[src/sv/hpdc_pkg.sv]
package hpdc_pkg;

  typedef enum logic [4:0] {
    ST_START       = 5'd0,
    ST_COOL_WAIT   = 5'd1,
    ST_COOL_VALVE  = 5'd2,
    ST_COOL_COMP   = 5'd3,
    ST_COOL_RUN    = 5'd4,
    ST_COIL_DEF    = 5'd5,
    ST_COIL_DRIP   = 5'd6,
    ST_COIL_END    = 5'd7,
    ST_HEAT_WAIT   = 5'd8,
    ST_HEAT_COMP   = 5'd9,
    ST_HEAT_RUN    = 5'd10,
    ST_DEF_SELECT  = 5'd11,
    ST_NAT_DEF     = 5'd12,
    ST_NAT_DRIP    = 5'd13,
    ST_NAT_END     = 5'd14,
    ST_REV_VALVE   = 5'd15,
    ST_REV_COMPDLY = 5'd16,
    ST_REV_DEF     = 5'd17,
    ST_REV_DRIP    = 5'd18,
    ST_REV_END     = 5'd19,
    ST_HW_WAIT     = 5'd20,
    ST_HW_VALVE    = 5'd21,
    ST_HW_COMP     = 5'd22,
    ST_HW_RUN      = 5'd23,
    ST_UNUSED_24   = 5'd24,
    ST_UNUSED_25   = 5'd25,
    ST_UNUSED_26   = 5'd26,
    ST_UNUSED_27   = 5'd27,
    ST_UNUSED_28   = 5'd28,
    ST_UNUSED_29   = 5'd29,
    ST_UNUSED_30   = 5'd30,
    ST_UNUSED_31   = 5'd31
  } seq_state_t;

  typedef enum logic [2:0] {
    REG_CHANGEOVER = 3'd0,
    REG_HEATWAVE   = 3'd1,
    REG_LOCKOUT    = 3'd2,
    REG_CDEF_START = 3'd3,
    REG_CDEF_END   = 3'd4,
    REG_ELEC_SEL   = 3'd5,
    REG_HDEF_END   = 3'd6,
    REG_HW_DELTA   = 3'd7
  } reg_idx_t;

  localparam int unsigned AddrW = 5;
  localparam int unsigned RuntimeW = 48;

  localparam logic [31:0] T_IDLE      = 32'd200000;
  localparam logic [31:0] T_VALVE     = 32'd1000000;
  localparam logic [31:0] T_COMP      = 32'd2000000;
  localparam logic [31:0] T_DEF_VALVE = 32'd1500000;
  localparam logic [31:0] T_DEF_COMP  = 32'd1500000;
  localparam logic [31:0] T_DEF_ELEC  = 32'd5000000;
  localparam logic [31:0] T_HEAT_RUN  = 32'd20000000;
  localparam logic [31:0] T_DEF_NAT   = 32'd10000000;
  localparam logic [31:0] T_DRIP      = 32'd5000000;
  localparam logic [31:0] T_DRIP_END  = 32'd3000000;

  localparam logic signed [11:0] IFAN_START_TEMP = 12'sd560;
  localparam logic signed [11:0] OFAN_COOL_HIGH  = 12'sd320;
  localparam logic signed [11:0] IFAN_SPEED_TEMP = 12'sd368;
  localparam logic signed [11:0] OFAN_HEAT_HIGH  = 12'sd80;

  typedef struct packed {
    logic signed [11:0] changeover;
    logic signed [11:0] heatwave;
    logic signed [11:0] lockout;
    logic signed [11:0] cdef_start;
    logic signed [11:0] cdef_end;
    logic signed [11:0] elec_sel;
    logic signed [11:0] hdef_end;
    logic [10:0]        hw_delta;
  } cfg_regs_t;

  typedef struct packed {
    logic               [31:0] now_us;
    logic signed        [11:0] oair;
    logic signed        [11:0] unit;
    logic signed        [11:0] ocoil;
    logic signed        [11:0] iret;
    logic signed        [11:0] icoil;
    logic                      call;
  } tick_t;

  // Relay bits: season, comp, valve, ofan, ofan_hi, ifan, ifan_hi from bit 0.
  typedef struct packed {
    logic [4:0]          state;
    logic [6:0]          relays;
    logic [RuntimeW-1:0] runtime;
  } result_t;

endpackage

[src/sv/hpdc_cfg_regs.sv]
module hpdc_cfg_regs
  import hpdc_pkg::*;
(
  input  logic             clk,
  input  logic             rst_n,
  input  logic             psel,
  input  logic             penable,
  input  logic             pwrite,
  input  logic [AddrW-1:0] paddr,
  input  logic [31:0]      pwdata,
  output logic [31:0]      prdata,
  output cfg_regs_t        cfg
);

  cfg_regs_t cfg_r;
  logic      wr_en;
  reg_idx_t  idx;

  assign wr_en = psel && penable && pwrite;
  assign idx   = reg_idx_t'(paddr[4:2]);
  assign cfg   = cfg_r;

  always_ff @(posedge clk) begin
    if (!rst_n) begin
      cfg_r.changeover <= 12'sd216;
      cfg_r.heatwave   <= 12'sd480;
      cfg_r.lockout    <= 12'sd176;
      cfg_r.cdef_start <= 12'sd64;
      cfg_r.cdef_end   <= 12'sd240;
      cfg_r.elec_sel   <= 12'sd80;
      cfg_r.hdef_end   <= 12'sd200;
      cfg_r.hw_delta   <= 11'd96;
    end else if (wr_en) begin
      unique case (idx)
        REG_CHANGEOVER: cfg_r.changeover <= pwdata[11:0];
        REG_HEATWAVE:   cfg_r.heatwave   <= pwdata[11:0];
        REG_LOCKOUT:    cfg_r.lockout    <= pwdata[11:0];
        REG_CDEF_START: cfg_r.cdef_start <= pwdata[11:0];
        REG_CDEF_END:   cfg_r.cdef_end   <= pwdata[11:0];
        REG_ELEC_SEL:   cfg_r.elec_sel   <= pwdata[11:0];
        REG_HDEF_END:   cfg_r.hdef_end   <= pwdata[11:0];
        REG_HW_DELTA:   cfg_r.hw_delta   <= pwdata[10:0];
        default: ;
      endcase
    end
  end

  always_comb begin
    prdata = '0;
    if (paddr[1:0] == 2'b00) begin
      unique case (idx)
        REG_CHANGEOVER: prdata = {{20{cfg_r.changeover[11]}}, cfg_r.changeover};
        REG_HEATWAVE:   prdata = {{20{cfg_r.heatwave[11]}}, cfg_r.heatwave};
        REG_LOCKOUT:    prdata = {{20{cfg_r.lockout[11]}}, cfg_r.lockout};
        REG_CDEF_START: prdata = {{20{cfg_r.cdef_start[11]}}, cfg_r.cdef_start};
        REG_CDEF_END:   prdata = {{20{cfg_r.cdef_end[11]}}, cfg_r.cdef_end};
        REG_ELEC_SEL:   prdata = {{20{cfg_r.elec_sel[11]}}, cfg_r.elec_sel};
        REG_HDEF_END:   prdata = {{20{cfg_r.hdef_end[11]}}, cfg_r.hdef_end};
        REG_HW_DELTA:   prdata = {21'd0, cfg_r.hw_delta};
        default:        prdata = '0;
      endcase
    end
  end

endmodule

[src/sv/hpdc_core.sv]
module hpdc_core
  import hpdc_pkg::*;
(
  input  logic      clk,
  input  logic      rst_n,
  input  logic      step,
  input  tick_t     tick,
  input  cfg_regs_t cfg,
  output result_t   res
);

  seq_state_t          state_r, state_nxt;
  logic [31:0]         phase_r, phase_nxt;
  logic [31:0]         run_r, run_nxt;
  logic [31:0]         idle_r, idle_nxt;
  logic [6:0]          rel_r, rel_nxt;
  logic [RuntimeW-1:0] acc_r, acc_nxt;

  logic [31:0]         el, run_el, idle_el;
  logic [RuntimeW:0]   acc_sum;
  logic [RuntimeW-1:0] acc_sat;
  logic                ch, ca;
  logic signed [12:0]  hw_lim;

  localparam int unsigned R_SEASON = 0;
  localparam int unsigned R_COMP   = 1;
  localparam int unsigned R_VALVE  = 2;
  localparam int unsigned R_OFAN   = 3;
  localparam int unsigned R_OFANHI = 4;
  localparam int unsigned R_IFAN   = 5;
  localparam int unsigned R_IFANHI = 6;

  assign el      = tick.now_us - phase_r;
  assign run_el  = tick.now_us - run_r;
  assign idle_el = tick.now_us - idle_r;
  assign acc_sum = {1'b0, acc_r} + {{(RuntimeW - 31){1'b0}}, run_el};
  assign acc_sat = acc_sum[RuntimeW] ? {RuntimeW{1'b1}} : acc_sum[RuntimeW-1:0];
  assign ch      = tick.call && (tick.oair <= cfg.lockout);
  assign hw_lim  = 13'(tick.oair) - $signed({2'b00, cfg.hw_delta});
  assign ca      = 13'(tick.iret) > hw_lim;

  always_comb begin
    seq_state_t nx;
    nx        = state_r;
    rel_nxt   = rel_r;
    run_nxt   = run_r;
    acc_nxt   = acc_r;
    unique case (state_r)
      ST_START: begin
        if (tick.oair < cfg.changeover) begin
          rel_nxt[R_SEASON] = 1'b0; nx = ST_HEAT_WAIT;
        end else if (tick.oair <= cfg.heatwave) begin
          rel_nxt[R_SEASON] = 1'b1; nx = ST_COOL_WAIT;
        end else begin
          nx = ST_HW_WAIT;
        end
      end
      ST_COOL_WAIT, ST_HEAT_WAIT, ST_HW_WAIT: begin
        if ((state_r == ST_COOL_WAIT && tick.call) || (state_r == ST_HEAT_WAIT && ch)
            || (state_r == ST_HW_WAIT && ca)) begin
          nx = seq_state_t'(state_r + 5'd1);
        end else begin
          if (idle_el >= T_IDLE) nx = ST_START;
          rel_nxt = rel_r & 7'h01;
        end
      end
      ST_COOL_VALVE, ST_COOL_COMP: begin
        if (!tick.call) nx = ST_COOL_WAIT;
        else if (state_r == ST_COOL_VALVE && el >= T_VALVE) begin
          rel_nxt[R_VALVE] = 1'b1; nx = ST_COOL_COMP;
        end else if (state_r == ST_COOL_COMP && el >= T_COMP) begin
          run_nxt = tick.now_us; nx = ST_COOL_RUN;
        end else begin
          rel_nxt[R_OFAN]   = 1'b1;
          rel_nxt[R_OFANHI] = tick.unit > OFAN_COOL_HIGH;
          rel_nxt[R_IFAN]   = 1'b1;
          rel_nxt[R_IFANHI] = tick.iret >= IFAN_SPEED_TEMP;
        end
      end
      ST_COOL_RUN: begin
        if (!tick.call) begin
          acc_nxt = acc_sat; rel_nxt = rel_r & 7'h01; nx = ST_COOL_WAIT;
        end else if (tick.icoil <= cfg.cdef_start) begin
          acc_nxt = acc_sat; nx = ST_COIL_DEF;
        end else begin
          rel_nxt[R_OFAN]   = 1'b1;
          rel_nxt[R_OFANHI] = tick.unit > OFAN_COOL_HIGH;
          rel_nxt[R_IFAN]   = 1'b1;
          rel_nxt[R_IFANHI] = tick.iret >= IFAN_SPEED_TEMP;
          rel_nxt[R_COMP]   = 1'b1;
        end
      end
      ST_COIL_DEF: begin
        if (tick.icoil >= cfg.cdef_end) nx = ST_COIL_DRIP;
        else rel_nxt = rel_r & 7'h01;
      end
      ST_COIL_DRIP: begin
        if (el >= T_DRIP) nx = ST_COIL_END;
        else begin
          rel_nxt[R_IFAN] = 1'b1; rel_nxt[R_IFANHI] = 1'b0;
        end
      end
      ST_COIL_END, ST_NAT_END: begin
        if (el >= T_DRIP_END) nx = ST_START;
        else rel_nxt = rel_r & 7'h01;
      end
      ST_HEAT_COMP: begin
        if (!ch) nx = ST_HEAT_WAIT;
        else if (el >= T_COMP) begin
          run_nxt = tick.now_us; nx = ST_HEAT_RUN;
        end else begin
          rel_nxt[R_OFAN] = 1'b1; rel_nxt[R_OFANHI] = tick.unit < OFAN_HEAT_HIGH;
        end
      end
      ST_HEAT_RUN: begin
        if (!ch) begin
          acc_nxt = acc_sat; nx = ST_HEAT_WAIT;
        end else if (el >= T_HEAT_RUN) begin
          acc_nxt = acc_sat; nx = ST_DEF_SELECT;
        end else begin
          rel_nxt[R_COMP] = 1'b1;
          if (tick.icoil >= IFAN_START_TEMP) rel_nxt[R_IFAN] = 1'b1;
          rel_nxt[R_IFANHI] = !(tick.iret > IFAN_SPEED_TEMP);
          rel_nxt[R_OFAN]   = 1'b1;
          rel_nxt[R_OFANHI] = tick.unit < OFAN_HEAT_HIGH;
        end
      end
      ST_DEF_SELECT: begin
        nx = (tick.unit <= cfg.elec_sel) ? ST_REV_VALVE : ST_NAT_DEF;
      end
      ST_NAT_DEF: begin
        if (el >= T_DEF_NAT) nx = ST_NAT_DRIP;
        else rel_nxt = rel_r & 7'h01;
      end
      ST_NAT_DRIP, ST_REV_END: begin
        if (state_r == ST_NAT_DRIP && el >= T_DRIP) nx = ST_NAT_END;
        else if (state_r == ST_REV_END && el >= T_DRIP_END) begin
          rel_nxt = rel_r & 7'h01; nx = ST_START;
        end else begin
          rel_nxt[R_OFAN] = 1'b1; rel_nxt[R_OFANHI] = 1'b1;
        end
      end
      ST_REV_VALVE: begin
        if (el >= T_DEF_VALVE) nx = ST_REV_COMPDLY;
        else rel_nxt = rel_r & 7'h01;
      end
      ST_REV_COMPDLY: begin
        if (el >= T_DEF_COMP) nx = ST_REV_DEF;
        else rel_nxt[R_VALVE] = 1'b1;
      end
      ST_REV_DEF: begin
        if (tick.ocoil >= cfg.hdef_end || el >= T_DEF_ELEC) nx = ST_REV_DRIP;
        else rel_nxt[R_COMP] = 1'b1;
      end
      ST_REV_DRIP: begin
        if (el >= T_DRIP) nx = ST_REV_END;
        else rel_nxt = rel_r & 7'h01;
      end
      ST_HW_VALVE, ST_HW_COMP: begin
        if (!ca) nx = ST_HW_WAIT;
        else if (state_r == ST_HW_VALVE && el >= T_VALVE) begin
          rel_nxt[R_VALVE] = 1'b1; nx = ST_HW_COMP;
        end else if (state_r == ST_HW_COMP && el >= T_COMP) begin
          run_nxt = tick.now_us; nx = ST_HW_RUN;
        end else begin
          rel_nxt[R_OFAN] = 1'b1; rel_nxt[R_OFANHI] = 1'b1;
          rel_nxt[R_IFAN] = (state_r == ST_HW_COMP); rel_nxt[R_IFANHI] = 1'b1;
        end
      end
      ST_HW_RUN: begin
        if (!ca) begin
          acc_nxt = acc_sat; nx = ST_HW_WAIT;
        end else if (tick.icoil <= cfg.cdef_start) begin
          acc_nxt = acc_sat; nx = ST_COIL_DEF;
        end else begin
          rel_nxt[R_COMP] = 1'b1;
        end
      end
      default: nx = ST_START;
    endcase
    state_nxt = nx;
    phase_nxt = phase_r;
    idle_nxt  = idle_r;
    if (nx != state_r) begin
      phase_nxt = tick.now_us;
      if (nx == ST_COOL_WAIT || nx == ST_HEAT_WAIT || nx == ST_HW_WAIT) begin
        idle_nxt = tick.now_us;
      end
    end
  end

  always_ff @(posedge clk) begin
    if (!rst_n) begin
      state_r <= ST_START;
      phase_r <= '0;
      run_r   <= '0;
      idle_r  <= '0;
      rel_r   <= '0;
      acc_r   <= '0;
    end else if (step) begin
      state_r <= state_nxt;
      phase_r <= phase_nxt;
      run_r   <= run_nxt;
      idle_r  <= idle_nxt;
      rel_r   <= rel_nxt;
      acc_r   <= acc_nxt;
    end
  end

  assign res.state   = state_nxt;
  assign res.relays  = rel_nxt;
  assign res.runtime = acc_nxt;

endmodule

[src/sv/heat_pump_mode_defrost_controller_top.sv]
// Channel  | Direction | Payload
// in_      | slave     | tdata: now_us, temps, thermostat_call (104 bits)
// out_     | master    | tdata: control_state, relays, filter_runtime_us (64 bits)
// cfg_     | APB slave | eight 12/11-bit registers at 4*i
//
// Each item is registered, then evaluated by the combinational sequencer logic
// whose result lands in an output register; one item per cycle is sustained
// while the output is not stalled, and the output register presents each result.
// Reset is synchronous, active low, and restores all but the item data registers to defaults.
// A stalled output holds its item; the input register refills as soon as the
// output register drains, so back-to-back traffic sees no bubbles.
module heat_pump_mode_defrost_controller_top
  import hpdc_pkg::*;
(
  input  logic             clk,
  input  logic             rst_n,
  input  logic             in_tvalid,
  output logic             in_tready,
  // now_us[31:0], temp_outdoor_air[43:32], temp_outdoor_unit[55:44],
  // temp_outdoor_coil[67:56], temp_indoor_return[79:68],
  // temp_indoor_coil[91:80], thermostat_call[92], zero fill to 104.
  input  logic [103:0]     in_tdata,
  output logic             out_tvalid,
  input  logic             out_tready,
  // control_state[4:0], season_relay[5], compressor_on[6],
  // reversing_valve_on[7], outdoor_fan_on[8], outdoor_fan_high[9],
  // indoor_fan_on[10], indoor_fan_high[11], filter_runtime_us[59:12],
  // zero fill to 64.
  output logic [63:0]      out_tdata,
  input  logic             cfg_psel,
  input  logic             cfg_penable,
  input  logic             cfg_pwrite,
  input  logic [AddrW-1:0] cfg_paddr,
  input  logic [31:0]      cfg_pwdata,
  output logic [31:0]      cfg_prdata,
  output logic             cfg_pready
);

  cfg_regs_t cfg;
  tick_t     tick_r;
  logic      in_vld_r, out_vld_r, step;
  result_t   res, res_r;

  assign cfg_pready = 1'b1;

  hpdc_cfg_regs u_cfg (
    .clk     (clk),
    .rst_n   (rst_n),
    .psel    (cfg_psel),
    .penable (cfg_penable),
    .pwrite  (cfg_pwrite),
    .paddr   (cfg_paddr),
    .pwdata  (cfg_pwdata),
    .prdata  (cfg_prdata),
    .cfg     (cfg)
  );

  // The evaluated item moves into the output register when it is free.
  assign step      = in_vld_r && (!out_vld_r || out_tready);
  assign in_tready = !in_vld_r || step;

  always_ff @(posedge clk) begin
    if (!rst_n) begin
      in_vld_r  <= 1'b0;
      out_vld_r <= 1'b0;
    end else begin
      if (in_tready) in_vld_r <= in_tvalid;
      if (step) out_vld_r <= 1'b1;
      else if (out_tready) out_vld_r <= 1'b0;
    end
  end

  always_ff @(posedge clk) begin
    if (in_tready && in_tvalid) begin
      tick_r.now_us <= in_tdata[31:0];
      tick_r.oair   <= in_tdata[43:32];
      tick_r.unit   <= in_tdata[55:44];
      tick_r.ocoil  <= in_tdata[67:56];
      tick_r.iret   <= in_tdata[79:68];
      tick_r.icoil  <= in_tdata[91:80];
      tick_r.call   <= in_tdata[92];
    end
    if (step) res_r <= res;
  end

  hpdc_core u_core (
    .clk   (clk),
    .rst_n (rst_n),
    .step  (step),
    .tick  (tick_r),
    .cfg   (cfg),
    .res   (res)
  );

  assign out_tvalid = out_vld_r;
  assign out_tdata  = {4'd0, res_r.runtime, res_r.relays, res_r.state};

  a_hold: assert property (@(posedge clk) disable iff (!rst_n)
    out_tvalid && !out_tready |=> $stable(out_tdata))
    else $error("output item changed while stalled");
  a_step: assert property (@(posedge clk) disable iff (!rst_n)
    step |=> out_tvalid)
    else $error("evaluated item not presented");
  a_ready: assert property (@(posedge clk) disable iff (!rst_n)
    !in_vld_r |-> in_tready)
    else $error("empty input stage refused an item");

endmodule

[config.mk]
export PLATFORM = sky130hd
export DESIGN_NAME = heat_pump_mode_defrost_controller_top
export DESIGN_NICKNAME = d
export VERILOG_FILES = /design/src/sv/hpdc_pkg.sv /design/src/sv/hpdc_cfg_regs.sv /design/src/sv/hpdc_core.sv /design/src/sv/heat_pump_mode_defrost_controller_top.sv
export SDC_FILE = /design/constraint.sdc
export NUM_CORES = 1
export LEC_CHECK = 0
export BUFFER_PORTS_ARGS = -buffer_cell sky130_fd_sc_hd__buf_2
export CORE_MARGIN = 2
export CORE_UTILIZATION = 30
export CTS_BUF_LIST = sky130_fd_sc_hd__clkbuf_8
export CTS_CLUSTER_SIZE = 12
export DETAILED_ROUTE_END_ITERATION = 10
export GPL_TIMING_DRIVEN = 0
export PLACE_DENSITY_LB_ADDON = 0.08
export SETUP_SLACK_MARGIN = 0.5
export SYNTH_ARGS = -nofsm -noshare
export SYNTH_HDL_FRONTEND = slang
export SYNTH_SLANG_ARGS = --single-unit
export TNS_END_PERCENT = 50
[constraint.sdc]
create_clock -name clk -period 10.5 [get_ports clk]
set_input_delay 2.1 -clock clk [delete_from_list [all_inputs] [get_ports clk]]
set_output_delay 2.1 -clock clk [all_outputs]
set_load 0.02 [all_outputs]
---- Word level (Yosys, flattened, before mapping) ----
Index checks and enable logic that the tools add are counted.
operators by class
  add/sub/neg operators ................... 6
  magnitude comparators ................... 21
  equal/unequal tests ..................... 42
  reduce and logical (&&, ||, !) cells .... 45
  multiplexer cells ....................... 90
operator list
  kind                                                             number
  two-way mux 32 bit                                               9
  two-way mux 48 bit                                               6
  one-hot mux 32 bit (8 select lines)                              1
  two-way mux 5 bit                                                29
  one-hot mux 48 bit (3 select lines)                              1
  one-hot mux 32 bit (3 select lines)                              1
  subtractor 32 bit                                                3
  one-hot mux 5 bit (18 select lines)                              1
  >= comparator 32 x 21 -> 1 bit, second input constant            2
  adder 48 x 32 -> 49 bit                                          1
  two-way mux 7 bit                                                7
  <= comparator 12 bit                                             4
  one-hot mux 2 bit (12 select lines)                              2
  == test 5 x 4 -> 1 bit, second input constant                    9
  == test 5 bit, second input constant                             9
  >= comparator 32 x 18 -> 1 bit, second input constant            1
  >= comparator 32 x 20 -> 1 bit, second input constant            1
  >= comparator 32 x 22 -> 1 bit, second input constant            1
  >= comparator 32 x 23 -> 1 bit, second input constant            1
  >= comparator 32 x 24 -> 1 bit, second input constant            1
  >= comparator 32 x 25 -> 1 bit, second input constant            1
  two-way mux 4 bit                                                8
  >= comparator 12 bit                                             2
  greater-than comparator 12 x 10 -> 1 bit, second input constant  2
  other kinds (34)                                                 101
storage, ports and cells
  register bits ........................... 406
  output and inout bits ................... 99
  input bits .............................. 148
  logic and storage cells ................. 230

---- Longest topological paths before layout ----
  depth after elaboration ................. 11
  mapped depth ............................ 33
  depth with buffers taken out ............ 31

---- Cells and area by module ----
Synthesis repeated with hierarchy kept, for this count alone.
unflattened totals
  cell total of the unflattened synthesis .. 3318
  area total of the unflattened synthesis .. 28118.2 µm²
by module, submodules not included
  module                                 area each (µm²)  sequential area each (µm²)  cells an instance  times used
  hpdc_core                              18677.9          3123.0                      2553               1
  heat_pump_mode_defrost_controller_top  4743.3           4634.4                      169                1
  hpdc_cfg_regs                          4697.0           1901.8                      596                1

---- Worst setup path after synthesis ----
Ideal clock, no wire load.
  kind .................................... input to output
  from .................................... in cfg_paddr[3]
  to ...................................... out cfg_prdata[12]
  cell stages on the path ................. 7
  data arrival time ....................... 4.517 ns
  required time ........................... 8.400 ns
  path buffers ............................ 5
  slack ................................... 3.883 ns
  path through ............................ clkbuf_1 -> clkbuf_1 -> buf_1 -> buf_1 -> o21ai_0 -> nor2_1 -> buf_4
between the ends
  longest elaborated chain between the ends .. 3
  elaborated cells between the ends (all ways) .. 10
  those cells by class .................... 7 x eq/ne; 2 x mux; 1 x reduce/logical
ends and longest elaborated chain
  item                                     RTL line                                     RTL
  start: declaration                       heat_pump_mode_defrost_controller_top.sv:33  input logic [AddrW-1:0] cfg_paddr,
  == test 3 bit (tied with other cells)    hpdc_cfg_regs.sv:51                          unique case (idx)
  one-hot mux 32 bit (8 select lines) (*)  hpdc_cfg_regs.sv:51
  two-way mux 32 bit (*)                   hpdc_cfg_regs.sv:50                          if (paddr[1:0] == 2'b00) begin
  end: declaration                         heat_pump_mode_defrost_controller_top.sv:35  output logic [31:0] cfg_prdata,
Mark *: on every way between the ends. The rest lies on a longest branch, timed or not.

==> flow_metrics.env <==
export IMPL_fin_cells=4808
export IMPL_final_cell_mix="nand2_1 (384), nor2_1 (315), inv_1 (271), a21oi_1 (261), dfxtp_1 (253)"
export IMPL_cts_sinks=406
export IMPL_cts_buffers=80
export IMPL_drive_gt1_share_pct=12.2
export IMPL_cp_top_family="compound AO/OA/AOI/OAI gates"
export IMPL_dp_slack_ns=2.82
export IMPL_critPathKind="reg2reg"
export IMPL_setup_ws_ns=2.86
export IMPL_wl_per_cell_um=20.5
export IMPL_fin_area_um2=31900
export IMPL_io_buffers=197
export IMPL_cts_buffer_depth=3
export IMPL_drt_iter0_drc=1573
export IMPL_max_cap_violations=0
export IMPL_period_needed_ns=7.64
export IMPL_critical_path_startpoint="tick_r[61]$_DFFE_PP_"
export IMPL_p_leak_nw=12.6
export IMPL_outcome="finished clean"
export IMPL_cp_required_ns=11.02
export IMPL_finalCritPeriodShare_pct=72.8
export IMPL_grt_usage_pct=20.7
export IMPL_dieWidth_um=307
export IMPL_cp_arrival_ns=8.17
export IMPL_grt_max_degree=58
export IMPL_tns_ns=0
export IMPL_timing_hold_violations_final=0
export IMPL_grt_pass1_wl_mm=148
export IMPL_nNetsFinal=3941
export IMPL_start_util_pct=30.2
export IMPL_via_count=24600
export IMPL_overflow=0
export IMPL_async_flop_share_pct=0
export IMPL_yosys_area_top_type="dfxtp_1"
export IMPL_die_y_um=307
export IMPL_io_pins=247
export IMPL_worstPathBufferInverterCount=2
export IMPL_synth_edf_count=153
export IMPL_finalCoreUtilization_pct=34.9
export IMPL_vdd_drop_max_v=0.0000891
export IMPL_routabilityCongestion=0.918
export IMPL_setup_violations=0
export IMPL_dpl_cell_count=4655
export IMPL_cts_root_buf="clkbuf_8"
export IMPL_ys_warn_count=0
export IMPL_hold_buffers=0
export IMPL_dpl_hpwl_mm=77.0
export IMPL_fp_coreArea_um2=91400
export IMPL_synthFlopType="dfxtp_1"
export IMPL_cts_tree="done"
export IMPL_hp_class="reg2reg"
export IMPL_grt_pass1_vias=24100
export IMPL_synth_seq_cells=406
export IMPL_via_per_inst=5.11
export IMPL_tightest_slew_ns=1.34
export IMPL_fill_cells=9663
export IMPL_drv_slew=0
export IMPL_whs_ns=0.455
export IMPL_syn2layout_area_growth_pct=15.4
export IMPL_syn_inst=3267
export IMPL_critPathMaxFanout=7
export IMPL_slowest_stage="o21bai_1"
export IMPL_drc=0
export IMPL_htreeDepth=3
export IMPL_dieArea_um2=94500
export IMPL_skew_ns=0.0407
export IMPL_syn_avg_cell_area_um2=8.45
export IMPL_antenna_found_initial=5
export IMPL_rows=111
export IMPL_cp_end_kind="register"
export IMPL_routed_wl_mm=98.8
export IMPL_power_density_nw_per_um2=142
export IMPL_synth_cell_type_count=103
export IMPL_rsz0062_at_grt="no"
export IMPL_synth_area_leaders="dfxtp_1 (18%), edfxtp_1 (17%), ha_1 (11%)"
export IMPL_path_clk_slew_ns=0.06
export IMPL_power_mw=4.52
export IMPL_final_common_cell="nand2_1"
export IMPL_max_stage_delay_ns=0.61
export IMPL_hp_start="u_core.rel_r[0]$_SDFFE_PN0P_"
export IMPL_post_cts_resize_count=0
export IMPL_place_area_um2=30200
export IMPL_synth_seq_area_share_pct=35.0
export IMPL_max_freq_mhz=131
export IMPL_maxSlewHeadroom_pct=10.9
export IMPL_ant_nets=0
export IMPL_dr_pass1_iters=5
export IMPL_postCtsSetupBuffers=0
export IMPL_startpoint_type="register"
export IMPL_netlist_area_um2=27600
export IMPL_insertion_delay_ns=0.73
export IMPL_yosysTopAreaCellShare_pct=18.3
export IMPL_r2r_start="tick_r[61]$_DFFE_PP_"
-- sequential cells by signal, summed over array words and instances (netlist names) --
register and cells:
out_tdata 60, u_core.run_r 32, u_core.state_r 5, u_core.idle_r 32, u_core.phase_r 32, u_cfg.cfg 95, u_core.acc_r 48, in_vld_r 1
tick_r 93, out_tvalid 1, u_core.rel_r 7
-- report_power, final --
part | leakage (nW) | internal [mW] | switching, mW
registers | 3.52 | 1.71 | 0.0577
clock network | 0.978 | 0.959 | 0.765
logic | 8.14 | 0.382 | 0.653
-- Yosys cell counts, types with 23 or more instances --
cell type  number
nand2_1       384
nor2_1        315
a21oi_1       261
dfxtp_1       253
inv_1         243
ha_1          237
edfxtp_1      153
mux2i_1       130
o21ai_0       122
clkbuf_1      107
nor3_1         80
xnor2_1        65
nand3_1        62
a31oi_1        58
a21o_1         48
o21a_1         42
nor2b_1        41
o211ai_1       41
nand4_1        38
and3_1         37
a211oi_1       36
nand2b_1       35
o2bb2ai_1      28
xor2_1         28
buf_4          25
and2_1         23
-- tightest hold or removal path: cells and delay by family, from the launching register on --
kind             cells  cell delay [ns]
AO/OA/AOI/OAI        1             0.05
flip-flops           1             0.31
AND/OR/NAND/NOR      1             0.05
-- cell type report --
type	instances	area [um2]	area share (%)
Multi-Input combinational cell	2446	16200	50.9
Sequential cell	406	9660	30.3
Tap cell	1186	1480	4.66
Clock buffer	100	1380	4.32
Timing Repair Buffer	199	1040	3.27
Inverter	246	923	2.90
Buffer	172	835	2.62
Clock inverter	48	320	1.00
Antenna cell	5	12.5	0.0393
-- per-layer routing --
| metal | routed length, um | vias up | part of all wire [%] | global-route usage [%] |
|---|---|---|---|---|
| met5 | 27 | - | 0.027 | 0 |
| met2 | 47900 | 585 | 48 | 36.0 |
| met3 | 4090 | 174 | 4.1 | 3.17 |
| met1 | 43000 | 11500 | 44 | 25.6 |
| met4 | 3740 | 4 | 3.8 | 7.92 |
| li1 | - | 12300 | - | - |
-- worst paths after layout --
kind,to,slack (ns),cells past startpoint
setup / recovery,out_tdata[59]$_DFFE_PP_,2.86,28
setup reg to reg,out_tdata[59]$_DFFE_PP_,2.86,28
hold / removal,u_core.rel_r[0]$_SDFFE_PN0P_,0.46,2
hold reg to reg,u_core.rel_r[0]$_SDFFE_PN0P_,0.46,2
-- cell families after synthesis --
group	count (synthesis)	synth area share [%]
AOI/OAI and AO/OA	847	20.4
xor gates and xnor gates	93	2.95
DFF	406	35.0
other	2	0.0272
adders and majority gates	242	11.1
muxes	142	5.42
buffers and inverters	418	6.35
and+or+nand+nor	1117	18.8
(Power assumes the default switching activity.)
